`config.mk`:
```
export PLATFORM = sky130hd
export DESIGN_NAME = naive_substring_search_flat
export DESIGN_NICKNAME = d
export VERILOG_FILES = /design/src/nss_pkg.sv /design/src/nss_if.sv /design/src/nss_ctrl.sv /design/src/nss_datapath.sv /design/src/naive_substring_search.sv /design/src/flat_wrapper.sv
export SDC_FILE = /design/constraint.sdc
export NUM_CORES = 1
export LEC_CHECK = 0
export ABC_AREA = 1
export BUFFER_PORTS_ARGS = -buffer_cell sky130_fd_sc_hd__buf_2
export CAP_MARGIN = 10
export CORE_ASPECT_RATIO = 1.1
export CORE_MARGIN = 8
export CORE_UTILIZATION = 40
export CTS_BUF_LIST = sky130_fd_sc_hd__clkbuf_8
export DETAILED_ROUTE_END_ITERATION = 6
export HOLD_SLACK_MARGIN = 0.08
export PLACE_DENSITY = 0.57
export SETUP_SLACK_MARGIN = 0.02
export SYNTH_ARGS = -nofsm -noshare
export SYNTH_HDL_FRONTEND = slang
export SYNTH_SLANG_ARGS = --single-unit
export TNS_END_PERCENT = 100
```
`constraint.sdc`:
```
create_clock -name clock -period 35.6 [get_ports clock]
set_input_delay 3.56 -clock clock [delete_from_list [all_inputs] [get_ports clock]]
set_output_delay 3.56 -clock clock [all_outputs]
set_load 0.005 [all_outputs]
```
`src/nss_pkg.sv`:
```
// shared constants, types and command/status structs for the substring search block
package nss_pkg;

   localparam int PAT_DEPTH = 32;
   localparam int MAX_TEXT  = 65536;
   localparam int SYM_W     = 16;
   localparam int POS_W     = 16;
   localparam int LEN_W     = $clog2(PAT_DEPTH + 1);
   localparam int CNT_W     = $clog2(MAX_TEXT + 1);
   localparam int CMP_W     = ((CNT_W > LEN_W) ? CNT_W : LEN_W) + 1;

   // item kinds
   localparam logic MODE_PATTERN = 1'b0;
   localparam logic MODE_TEXT    = 1'b1;

   // controller states
   localparam logic ST_IDLE = 1'b0;
   localparam logic ST_CMP  = 1'b1;

   typedef logic [SYM_W-1:0] sym_type;
   typedef logic [POS_W-1:0] pos_type;

   typedef struct packed {
      logic item_load;
      logic out_load;
   } nss_cmd_type;

   typedef struct packed {
      logic match;
   } nss_sts_type;

endpackage

```
`src/nss_if.sv`:
```
// valid/ready channel interfaces for search requests and match responses
interface nss_req_if
   import nss_pkg::*;
   ();
   logic    valid;
   logic    ready;
   logic    mode;
   sym_type symbol;
   logic    start_req;

   modport source (output valid, output mode, output symbol, output start_req, input ready);
   modport sink   (input valid, input mode, input symbol, input start_req, output ready);
endinterface

interface nss_rsp_if
   import nss_pkg::*;
   ();
   logic    valid;
   logic    ready;
   pos_type match_position;

   modport source (output valid, output match_position, input ready);
   modport sink   (input valid, input match_position, output ready);
endinterface

```
`src/nss_ctrl.sv`:
```
// controller fsm: accepts one beat, runs the compare, manages the result register
module nss_ctrl
   import nss_pkg::*;
(
   input  logic        clock,
   input  logic        reset,
   input  logic        req_valid,
   output logic        req_ready,
   output logic        rsp_valid,
   input  logic        rsp_ready,
   input  nss_sts_type sts,
   output nss_cmd_type cmd
);

   logic state_ff;
   logic state_in;
   logic rsp_valid_ff;
   logic rsp_valid_in;
   logic out_free;

   // handshake and commands
   assign req_ready     = (state_ff == ST_IDLE);
   assign out_free      = !rsp_valid_ff || rsp_ready;
   assign cmd.item_load = req_valid && req_ready;
   assign cmd.out_load  = (state_ff == ST_CMP) && sts.match && out_free;
   assign rsp_valid     = rsp_valid_ff;

   // next state
   always_comb begin
      state_in = state_ff;
      case (state_ff)
         ST_IDLE: begin
            if (cmd.item_load) state_in = ST_CMP;
         end
         ST_CMP: begin
            if (!sts.match || out_free) state_in = ST_IDLE;
         end
         default: begin
            state_in = ST_IDLE;
         end
      endcase
   end

   // result valid flag
   always_comb begin
      if (cmd.out_load) begin
         rsp_valid_in = 1'b1;
      end else if (rsp_ready) begin
         rsp_valid_in = 1'b0;
      end else begin
         rsp_valid_in = rsp_valid_ff;
      end
   end

   always_ff @(posedge clock) begin
      if (reset) begin
         state_ff     <= ST_IDLE;
         rsp_valid_ff <= 1'b0;
      end else begin
         state_ff     <= state_in;
         rsp_valid_ff <= rsp_valid_in;
      end
   end

endmodule

```
`src/nss_datapath.sv`:
```
// datapath: pattern and text shift lines, counters, parallel compare, result register
module nss_datapath
   import nss_pkg::*;
(
   input  logic        clock,
   input  logic        reset,
   input  nss_cmd_type cmd,
   input  logic        mode,
   input  sym_type     symbol,
   input  logic        start_req,
   output nss_sts_type sts,
   output pos_type     match_position
);

   // pattern is kept newest-first so cell k lines up with window cell k
   sym_type            pat_ff [PAT_DEPTH];
   sym_type            win_ff [PAT_DEPTH];
   logic [LEN_W-1:0]   pat_len_ff;
   logic [LEN_W-1:0]   pat_len_in;
   logic               too_long_ff;
   logic               too_long_in;
   logic [CNT_W-1:0]   text_cnt_ff;
   logic [CNT_W-1:0]   text_cnt_in;
   logic               shifted_ff;
   logic               shifted_in;
   pos_type            pos_ff;

   logic [LEN_W-1:0]   len_base;
   logic [CNT_W-1:0]   cnt_base;
   logic               pat_shift;
   logic               win_shift;
   logic [PAT_DEPTH-1:0] hit;
   logic [CNT_W-1:0]   pos_diff;

   // item update
   always_comb begin
      len_base    = start_req ? '0 : pat_len_ff;
      cnt_base    = start_req ? '0 : text_cnt_ff;
      pat_len_in  = pat_len_ff;
      too_long_in = too_long_ff;
      text_cnt_in = text_cnt_ff;
      shifted_in  = shifted_ff;
      pat_shift   = 1'b0;
      win_shift   = 1'b0;
      if (cmd.item_load) begin
         shifted_in = 1'b0;
         if (mode == MODE_PATTERN) begin
            too_long_in = start_req ? 1'b0 : too_long_ff;
            pat_len_in  = len_base;
            if (LEN_W'(PAT_DEPTH) > len_base) begin
               pat_shift  = 1'b1;
               pat_len_in = len_base + LEN_W'(1);
            end else begin
               too_long_in = 1'b1;
            end
         end else begin
            text_cnt_in = cnt_base;
            if (CNT_W'(MAX_TEXT) > cnt_base) begin
               win_shift   = 1'b1;
               text_cnt_in = cnt_base + CNT_W'(1);
               shifted_in  = 1'b1;
            end
         end
      end
   end

   // pattern shift line
   always_ff @(posedge clock) begin
      if (pat_shift) begin
         pat_ff[0] <= symbol;
         for (int k = 1; k < PAT_DEPTH; k++) begin
            pat_ff[k] <= pat_ff[k-1];
         end
      end
   end

   // text window shift line
   always_ff @(posedge clock) begin
      if (win_shift) begin
         win_ff[0] <= symbol;
         for (int k = 1; k < PAT_DEPTH; k++) begin
            win_ff[k] <= win_ff[k-1];
         end
      end
   end

   // control registers
   always_ff @(posedge clock) begin
      if (reset) begin
         pat_len_ff  <= '0;
         too_long_ff <= 1'b0;
         text_cnt_ff <= '0;
         shifted_ff  <= 1'b0;
      end else begin
         pat_len_ff  <= pat_len_in;
         too_long_ff <= too_long_in;
         text_cnt_ff <= text_cnt_in;
         shifted_ff  <= shifted_in;
      end
   end

   // per-cell compare, cells past the pattern length always agree
   always_comb begin
      for (int k = 0; k < PAT_DEPTH; k++) begin
         hit[k] = (LEN_W'(k) >= pat_len_ff) || (win_ff[k] == pat_ff[k]);
      end
   end

   assign sts.match = shifted_ff && (pat_len_ff != '0) && !too_long_ff
                    && (CMP_W'(text_cnt_ff) >= CMP_W'(pat_len_ff)) && (&hit);

   // start position of the occurrence
   assign pos_diff = text_cnt_ff - CNT_W'(pat_len_ff);

   always_ff @(posedge clock) begin
      if (cmd.out_load) begin
         pos_ff <= POS_W'(pos_diff);
      end
   end

   assign match_position = pos_ff;

endmodule

```
`src/naive_substring_search.sv`:
```
// top level of the streaming exact substring search block
// Each request beat is a pattern or text character. An accepted beat is stored
// in the cycle it is taken; the next cycle compares the text window against all
// stored pattern characters in parallel, and req ready returns once the compare
// state is left. A match loads the result register and shows on rsp the cycle
// after the compare. A compare that found a match holds while an earlier result
// has not yet been taken. Patterns hold up to 32 characters; longer patterns and
// text past 65536 characters report nothing. No clearing pass.
module naive_substring_search
   import nss_pkg::*;
(
   input  logic          clock,
   input  logic          reset,
   nss_req_if.sink       req_bus,
   nss_rsp_if.source     rsp_bus
);

   nss_cmd_type cmd;
   nss_sts_type sts;

   // control
   nss_ctrl u_ctrl (
      .clock     (clock),
      .reset     (reset),
      .req_valid (req_bus.valid),
      .req_ready (req_bus.ready),
      .rsp_valid (rsp_bus.valid),
      .rsp_ready (rsp_bus.ready),
      .sts       (sts),
      .cmd       (cmd)
   );

   // storage and compare
   nss_datapath u_datapath (
      .clock          (clock),
      .reset          (reset),
      .cmd            (cmd),
      .mode           (req_bus.mode),
      .symbol         (req_bus.symbol),
      .start_req      (req_bus.start_req),
      .sts            (sts),
      .match_position (rsp_bus.match_position)
   );

endmodule

```
`src/flat_wrapper.sv`:
```
// flat-port wrapper written by rule: the top's interface ports become plain ports
module naive_substring_search_flat import nss_pkg::*;
  (clock, reset, req_bus_valid, req_bus_mode, req_bus_symbol, req_bus_start_req, req_bus_ready, rsp_bus_valid, rsp_bus_match_position, rsp_bus_ready);
  nss_req_if req_bus_i ();
  nss_rsp_if rsp_bus_i ();
  input  logic clock;
  input  logic reset;
  input wire logic [$bits(req_bus_i.valid)-1:0] req_bus_valid;
  input wire logic [$bits(req_bus_i.mode)-1:0] req_bus_mode;
  input wire logic [$bits(req_bus_i.symbol)-1:0] req_bus_symbol;
  input wire logic [$bits(req_bus_i.start_req)-1:0] req_bus_start_req;
  output wire logic [$bits(req_bus_i.ready)-1:0] req_bus_ready;
  output wire logic [$bits(rsp_bus_i.valid)-1:0] rsp_bus_valid;
  output wire logic [$bits(rsp_bus_i.match_position)-1:0] rsp_bus_match_position;
  input wire logic [$bits(rsp_bus_i.ready)-1:0] rsp_bus_ready;
  assign req_bus_i.valid = req_bus_valid;
  assign req_bus_i.mode = req_bus_mode;
  assign req_bus_i.symbol = req_bus_symbol;
  assign req_bus_i.start_req = req_bus_start_req;
  assign req_bus_ready = req_bus_i.ready;
  assign rsp_bus_valid = rsp_bus_i.valid;
  assign rsp_bus_match_position = rsp_bus_i.match_position;
  assign rsp_bus_i.ready = rsp_bus_ready;
  naive_substring_search u_core (.clock(clock), .reset(reset), .req_bus(req_bus_i), .rsp_bus(rsp_bus_i));
endmodule
```
==> results.json <==
{
  "grt_pass1_vias": 22500,
  "drt-initial-drc-count": 1309,
  "cts_tree": "done",
  "hp-class": "flip-flop to flip-flop",
  "drive_gt1_share_pct": 7.48,
  "antenna_found_initial": 2,
  "slowest_stage": "buf_4",
  "syn-cell-area_sq_mm": 0.0423,
  "synth_nets": 3452,
  "clkTransAtPathRegs_ps": 60,
  "arrival_ps": 6830,
  "path_cells": "buf_2 -> nor2_1 -> inv_1 -> ha_1 -> nor4_2 -> nand4_1 -> nand2_2 -> inv_4 -> nor2_8 -> buf_12 -> buf_4",
  "grt_usage_pct": 11.7,
  "core_sq_mm": 0.105,
  "post_dp_cell_area_sq_mm": 0.0444,
  "postCtsHoldBufs": 0,
  "via_per_inst": 4.40,
  "final_common_cell": "edfxtp_1",
  "numClockSinks": 1067,
  "cts_made_buffers": 174,
  "final_cells": 5184,
  "crit_type": "primary input to flip-flop",
  "cp.depth": 11,
  "grt_pass1_wl_mm": 109,
  "end_kind": "flip-flop",
  "place.gp.congestion": 0.794,
  "layout_worst_path_cycle_share_pct": 18.0,
  "io_buffers": 39,
  "worstMarginPinSlew_ps": 1140,
  "clock_path_buffers": 3,
  "path_buf_inv": 5,
  "worstSetupEndpoint": "u_core.u_datapath.win_ff[0][84]$_DFFE_PP_",
  "nFillCells": 9412,
  "place_hpwl_mm": 43.4,
  "routed_wl_mm": 69.4,
  "slowest_delay_ps": 870,
  "seq_area_sq_mm": 0.0318,
  "ys_ff_latch": 1067,
  "ir_drop_uv": 43.4,
  "synth_ff_type": "edfxtp_1",
  "num_vias": 22800,
  "netlist_instances": 3420,
  "yosysUniqueCellTypes": 41,
  "ios": 40,
  "ys_seq_area_share_pct": 75.1,
  "leakage_nw": 19.2,
  "hold_viol": 0,
  "maxSlewHeadroom_pct": 24.0,
  "wire_per_inst_um": 13.4,
  "finalClockSkew_ps": 50.6,
  "clock-root-buffer": "clkbuf_8",
  "placed_cells": 4862,
  "ant_nets": 0,
  "r2r-start": "u_core.u_datapath.text_cnt_ff[1]$_SDFFE_PP0P_",
  "ctsResizeCount": 0,
  "crit_fanout": 168,
  "clk_latency_ps": 840,
  "dr.pass1.iters": 5,
  "post-route-cell-area_sq_mm": 0.0475,
  "dieArea_sq_mm": 0.116,
  "timing.hold.ws_ps": 427,
  "powerDensity_mw_per_mm2": 52.9,
  "synth_edf_count": 1040,
  "cp_top_family": "buffers and inverters",
  "holdCritStartpoint": "u_core.u_datapath.win_ff[2][17]$_DFFE_PP_",
  "timing.rr.end": "u_core.u_datapath.win_ff[0][84]$_DFFE_PP_",
  "finalSetupViolations": 0,
  "syn_to_final_growth_pct": 12.3,
  "grt_overflow_total": 0,
  "slew_violations": 0,
  "async_flop_share_pct": 0,
  "yosysWarnings": 0,
  "min_period_ps": 6400,
  "dieHeight_um": 357,
  "fin_nets": 3673,
  "grt_max_degree": 169,
  "outcome": "completed",
  "final_cell_mix": "edfxtp_1 (1040), nand2_1 (837), nor2_1 (630)",
  "reg2reg_slack_ps": 31770,
  "maxCapViolCount": 0,
  "rsz0062_at_grt": "no",
  "startpoint_type": "primary input",
  "multiInputGateArea_sq_mm": 0.00870,
  "initial_utilization_pct": 40.2,
  "setup_tns_ps": 0,
  "route.detailed.drc": 0,
  "htreeDepth": 4,
  "worstRegToRegCells": 11,
  "max_freq_mhz": 156,
  "die_x_um": 326,
  "postCtsSetupRepairBufs": 0,
  "synth_area_per_cell_sq_um": 12.4,
  "fp-row-count": 125,
  "cp.required_ps": 36030,
  "startpoint": "req_bus_start_req"
}
## state kept, by name (all words and copies together) (netlist names)
signal	count
u_core.u_datapath.pat_ff	512
u_core.u_datapath.win_ff	512
u_core.u_datapath.text_cnt_ff	17
u_core.u_datapath.match_position	16
u_core.u_datapath.pat_len_ff	6
u_core.u_ctrl.rsp_valid	1
u_core.u_ctrl.state_ff	1
u_core.u_datapath.shifted_ff	1
u_core.u_datapath.too_long_ff	1
## area by class of cell
type	count	area share (%)
inverter	484	3.84
clock inverter	142	1.48
antenna	4	0.0211
sequential	1067	66.9
clock buffer	176	5.10
multi-input combinational	1865	18.3
timing repair buffer	49	0.674
tap	1397	3.68
## report_power, final
part           switching (mW)  total [mW]  internal, mW
clock network           0.471       0.949         0.478
registers              0.0299        1.47          1.44
logic                  0.0660      0.0965        0.0305
total                   0.567        2.51          1.94
## kinds of logic (layout without fill, tap and decap cells)
kind of cell / after synthesis / after routing / share of synthesized area, %
AO/OA/AOI/OAI: 61 / 61 / 0.778
XOR/XNOR: 256 / 256 / 5.30
adder cells (fa/ha/maj): 10 / 10 / 0.314
buffers and inverters: 488 / 851 / 4.34
flip-flops: 1067 / 1067 / 75.1
other: 0 / 4 / 0
AND/OR/NAND/NOR: 1538 / 1538 / 14.2
## cells in the mapped netlist (2+ instances only)
library cell,n,area [sq um]
edfxtp_1,1040,31200
nor4_1,5,31.3
nand3_1,20,100
a211oi_1,3,22.5
inv_2,4,15.0
dfxtp_1,27,541
nand2_2,2,12.5
a21oi_1,28,140
nor3_1,13,65.1
nand4_1,7,43.8
o21ai_0,17,85.1
xnor2_1,3,26.3
nor3b_1,4,30.0
inv_4,2,12.5
nor2_4,4,45.0
clkinv_1,3,11.3
nor2_1,631,2370
inv_1,475,1780
clkbuf_1,3,11.3
nor2_2,4,25.0
o21ai_1,7,35.0
ha_1,9,113
nand2_1,837,3140
o21a_1,3,22.5
xor2_1,253,2220
## worst reg2reg max path, stage by stage (launching register included)
cell and delay (ps):
dfxtp_1 390, inv_1 120, nor2_1 180, inv_1 70, ha_1 210, nor4_2 210
nand4_1 130, nand2_2 160, inv_4 70, nor2_8 140, buf_12 610, buf_4 1110
## metrics by stage
step                util [%]  setup WS (ps)  power, mW
floorplan                  -           7670       1.58
global placement        42.1          28430       1.59
detailed placement      42.1          28380       1.59
CTS                     45.1          29290       2.56
global route            45.1          29010       2.62
finish                  45.1          29200       2.51
## per-layer routing
layer / track usage, % / vias to the layer above / routed length, um
li1: - / 11600 / -
met5: 0 / - / 0
met4: 4.32 / 0 / 1500
met1: 11.9 / 10800 / 26400
met2: 23.0 / 294 / 38700
met3: 2.78 / 125 / 2790
## how the worst min path moves through the flow
stage / slack, ps / cells past startpoint / to
floorplan: 450 / 2 / u_core.u_datapath.shifted_ff$_SDFFE_PP0P_
global placement: 450 / 0 / u_core.u_datapath.win_ff[2][76]$_DFFE_PP_
detailed placement: 450 / 0 / u_core.u_datapath.win_ff[0][69]$_DFFE_PP_
CTS: 440 / 0 / u_core.u_datapath.pat_ff[4][58]$_DFFE_PP_
global route: 440 / 0 / u_core.u_datapath.win_ff[2][33]$_DFFE_PP_
finish: 430 / 0 / u_core.u_datapath.win_ff[2][33]$_DFFE_PP_
Note: power is estimated with default switching activity, not from simulation.
